<file path="config.mk">
export PLATFORM = sky130hd
export DESIGN_NAME = flba_ctrl
export DESIGN_NICKNAME = d
export VERILOG_FILES = /design/src/rtl/flba_pkg.sv /design/src/rtl/flba_ctrl.sv
export SDC_FILE = /design/constraint.sdc
export NUM_CORES = 1
export LEC_CHECK = 0
export BUFFER_PORTS_ARGS = -buffer_cell sky130_fd_sc_hd__buf_2
export CAP_MARGIN = 20
export CORE_MARGIN = 5
export CORE_UTILIZATION = 40
export DETAILED_ROUTE_END_ITERATION = 16
export PLACE_DENSITY = 0.65
export SYNTH_ARGS = -nofsm -noshare
export SYNTH_HDL_FRONTEND = slang
export SYNTH_SLANG_ARGS = --single-unit
</file>
<file path="constraint.sdc">
create_clock -name clock -period 4.5 [get_ports clock]
set_input_delay 0.9 -clock clock [delete_from_list [all_inputs] [get_ports clock]]
set_output_delay 0.9 -clock clock [all_outputs]
set_load 0.05 [all_outputs]
</file>
<file path="src/rtl/flba_pkg.sv">
// Shared types and constants for the fixed-size block allocator.
`default_nettype none
package flba_pkg;

   localparam int INDEX_W  = 10;
   localparam int SIZE_W   = 4;
   localparam int COUNT_W  = 11;

   localparam logic ACTION_ALLOC = 1'b0;
   localparam logic ACTION_FREE  = 1'b1;

   typedef enum logic [1:0] {
      STATUS_OK    = 2'd0,
      STATUS_EMPTY = 2'd1,
      STATUS_SIZE  = 2'd2,
      STATUS_FULL  = 2'd3
   } status_type;

   // Outcome of one request, carried from the control unit into the read stage.
   typedef struct packed {
      status_type               status;
      logic                     grant;
      logic                     from_ram;
      logic [INDEX_W-1:0]       fallback_index;
      logic [COUNT_W-1:0]       free_blocks;
   } result_type;

endpackage
`default_nettype wire

</file>
<file path="src/rtl/flba_ctrl.sv">
// Pointer, occupancy and fill-count control for the free-list ring.
`default_nettype none
module flba_ctrl
   import flba_pkg::*;
#(
   parameter int POOL_BLOCKS = 1024,
   parameter int PW = $clog2(POOL_BLOCKS),
   parameter int CW = $clog2(POOL_BLOCKS + 1)
) (
   input  wire logic               clock,
   input  wire logic               reset,
   input  wire logic               accept,
   input  wire logic               action,
   input  wire logic [SIZE_W-1:0]  request_size,
   input  wire logic [INDEX_W-1:0] block_index,
   output logic                    ram_en,
   output logic                    ram_we,
   output logic [PW-1:0]           ram_addr,
   output logic [INDEX_W-1:0]      ram_wdata,
   output result_type              result
);

   logic [PW-1:0] rd_ptr_ff, rd_ptr_in;
   logic [PW-1:0] wr_ptr_ff, wr_ptr_in;
   logic [CW-1:0] occ_ff, occ_in;
   // entries below fill_ff have been written since reset; the rest read as their own index
   logic [CW-1:0] fill_ff, fill_in;

   logic size_err, is_empty, is_full, alloc_ok, free_ok;
   logic [PW+INDEX_W-1:0] rd_ext;
   logic [CW+COUNT_W-1:0] occ_ext;

   assign size_err = request_size > SIZE_W'(1);
   assign is_empty = occ_ff == '0;
   assign is_full  = occ_ff == CW'(POOL_BLOCKS);
   assign alloc_ok = !size_err && (action == ACTION_ALLOC) && !is_empty;
   assign free_ok  = !size_err && (action == ACTION_FREE) && !is_full;

   assign rd_ext  = {{INDEX_W{1'b0}}, rd_ptr_ff};
   assign occ_ext = {{COUNT_W{1'b0}}, occ_in};

   always_comb begin
      rd_ptr_in = rd_ptr_ff;
      wr_ptr_in = wr_ptr_ff;
      occ_in    = occ_ff;
      fill_in   = fill_ff;
      if (accept && alloc_ok) begin
         rd_ptr_in = (rd_ptr_ff == PW'(POOL_BLOCKS - 1)) ? '0 : rd_ptr_ff + PW'(1);
         occ_in    = occ_ff - CW'(1);
      end
      if (accept && free_ok) begin
         wr_ptr_in = (wr_ptr_ff == PW'(POOL_BLOCKS - 1)) ? '0 : wr_ptr_ff + PW'(1);
         occ_in    = occ_ff + CW'(1);
         if (fill_ff != CW'(POOL_BLOCKS)) begin
            fill_in = fill_ff + CW'(1);
         end
      end
   end

   always_ff @(posedge clock) begin
      if (reset) begin
         rd_ptr_ff <= '0;
         wr_ptr_ff <= '0;
         occ_ff    <= CW'(POOL_BLOCKS);
         fill_ff   <= '0;
      end else begin
         rd_ptr_ff <= rd_ptr_in;
         wr_ptr_ff <= wr_ptr_in;
         occ_ff    <= occ_in;
         fill_ff   <= fill_in;
      end
   end

   always_comb begin
      if (size_err) begin
         result.status = STATUS_SIZE;
      end else if (action == ACTION_ALLOC) begin
         result.status = is_empty ? STATUS_EMPTY : STATUS_OK;
      end else begin
         result.status = is_full ? STATUS_FULL : STATUS_OK;
      end
      result.grant          = alloc_ok;
      result.from_ram       = CW'(rd_ptr_ff) < fill_ff;
      result.fallback_index = rd_ext[INDEX_W-1:0];
      result.free_blocks    = occ_ext[COUNT_W-1:0];
   end

   assign ram_en    = accept && (alloc_ok || free_ok);
   assign ram_we    = free_ok;
   assign ram_addr  = free_ok ? wr_ptr_ff : rd_ptr_ff;
   assign ram_wdata = block_index;

endmodule
`default_nettype wire

</file>
==> flow_metrics.tcl <==
set metrics [dict create \
    fillers 691 \
    min_path_type "reg2reg" \
    worstMarginPinSlew_ps 732 \
    synth_top_family_by_area "simple AND/OR/NAND/NOR gates" \
    drt-vias-per-instance 5.41 \
    ys_seq_elements 42 \
    die_w_um 93.5 \
    synth-seq-area-share_pct 30.2 \
    overflow 0 \
    cts_setup_buffers 0 \
    p_per_area_nw_per_um2 237 \
    fin_cells 465 \
    synth_adder_area_share_pct 7.18 \
    nets 402 \
    drt_first_pass_iters 5 \
    grt_pass1_wl_um 11900 \
    netlist.area_leader.share_pct 30.2 \
    status "finished clean" \
    netlist_top_cells_area "dfxtp_1 (30%), ha_1 (7.2%), xnor2_1 (6.9%)" \
    synth_top_area_cell "dfxtp_1" \
    synthXorXnorAreaFrac_pct 11.0 \
    worstPathRequired_ps 3600 \
    peakVddDrop_uv 172 \
    end_kind "primary output" \
    numCtsBuffers 5 \
    cts_tree "built" \
    grt_max_degree 37 \
    synth_flop_cell "dfxtp_1" \
    skew_ps 12.5 \
    synthMuxAreaShare_pct 4.40 \
    setup-violations-final 0 \
    crit_type "in2out" \
    mostFrequentLayoutCell "buf_2" \
    yosys.area_share.simple_pct 30.3 \
    die_h_um 93.5 \
    drv_slew 0 \
    cap_violations 0 \
    dpl.hpwl_um 5410 \
    via_count 2517 \
    max_freq_ghz 0.265 \
    syn_to_final_growth_pct 10.7 \
    cp.arrival_ps 2870 \
    post-route-drc-count 0 \
    synth_edf_count 0 \
    hold_buffers 0 \
    rows 30 \
    relSlewSlack_pct 50.8 \
    cts.sinks 42 \
    timing.final.crit_share_pct 83.8 \
    yosys_warnings 0 \
    clk_path_buf_depth 2 \
    grt_util_all_layers_pct 17.0 \
    ios 65 \
    gp_congestion 0.928 \
    synth_cell_types 46 \
    clock_latency_ps 300 \
    fin_crit_ps 3770 \
    synth-compound-area-share_pct 9.52 \
    cts-root-buf "clkbuf_8" \
    whs_ps 507 \
    synth_cells 342 \
    synthesis.area_um2 2790 \
    fp.coreArea_um2 6790 \
    drive_above_1_share_pct 19.0 \
    wirelength_um 7300 \
    start_kind "primary input" \
    cts_resized 0 \
    grt_pass1_vias 2398 \
    rsz0062_at_grt "no" \
    final_cell_mix "buf_2 (43), dfxtp_1 (42), nor2_1 (40), xnor2_1 (22)" \
    drt-initial-drc-count 137 \
    path_clk_slew_ps 80 \
    critical_path_peak_fanout 7 \
    antenna_cells 0 \
    drtAntennaViolNets 0 \
    synth_nets 376 \
    port_buffers 43 \
    fin_util_pct 45.4 \
    async_reset_ff_share_pct 0 \
    power.leakage_nw 1.24 \
    wl_per_cell_um 15.7 \
    final.setup.tns_ps 0 \
    antenna_found_initial 0 \
    synth_area_per_cell_um2 8.15 \
    initial_core_util_pct 41.0 \
    ctsHtreeMaxLevel 2 \
    hold_violations 0 \
    dieArea_um2 8740 \
    placed_cells 457 \
]
## path summary, 6_finish.rpt
path         slack (ps)  cells after the start             from            to
max                 730                      6  request_size[3]     result[5]
min                 510                      2     wr_ptr_ff[9]  wr_ptr_ff[9]
max reg2reg        2070                      7        occ_ff[0]  rd_ptr_ff[1]
min reg2reg         510                      2     wr_ptr_ff[9]  wr_ptr_ff[9]
## cell families (layout without fill, tap and decap cells)
family / Yosys count / in the layout
fa+ha+maj: 16 / 16
flops: 42 / 42
buf+inv: 42 / 69
xor+xnor: 35 / 35
simple gates: 158 / 158
mux: 11 / 11
compound gates: 38 / 38
## power by group
group	switching [mW]	internal (mW)
Sequential	0.00542	0.374
Combinational	0.0687	0.0266
Clock	0.134	0.123
Total	0.208	0.524
## critical path, stage by stage
cell	delay, ps
buf_2	120
or3_1	560
nor4_1	620
o2bb2ai_1	210
xor2_1	180
buf_2	280
## per-layer routing
| layer | GRT usage, % | share of wire, % |
|---|---|---|
| met1 | 22.3 | 48 |
| met2 | 27.9 | 45 |
| met5 | 0 | 0 |
| met3 | 3.38 | 5.7 |
| met4 | 5.25 | 1.7 |
## per-stage QoR
stage          instance area [µm²]  power [mW]  setup WS, ps
2_1_floorplan                 2790       0.483           451
3_3_place_gp                  2990       0.482           730
3_5_place_dp                  2990       0.483           722
4_1_cts                       3090       0.741           736
5_1_grt                       3090       0.763           553
6_report                      3090       0.733           729
## state kept, by name, summed over array words and instances (netlist names)
signal / cells
rd_ptr_ff: 10
fill_ff: 11
occ_ff: 11
wr_ptr_ff: 10
## synthesized netlist by cell type, drive strengths merged, types with 8 or more instances
library cell  number
a21oi             11
buf               18
clkbuf             8
dfxtp             42
ha                16
inv               16
mux2              10
nand2             21
nand3             21
nand4             14
nor2              42
nor2b             11
nor3              12
nor4              11
or4                8
xnor2             22
xor2              13
## final cells by class
class | count | area (µm²) | share of cell area [%]
Multi-Input combinational cell | 258 | 1740 | 56.4
Clock inverter | 2 | 12.5 | 0.405
Sequential cell | 42 | 841 | 27.2
Inverter | 16 | 60.1 | 1.95
Clock buffer | 6 | 82.6 | 2.68
Tap cell | 96 | 120 | 3.89
Timing Repair Buffer | 45 | 230 | 7.46
(Power assumes the default switching activity.)
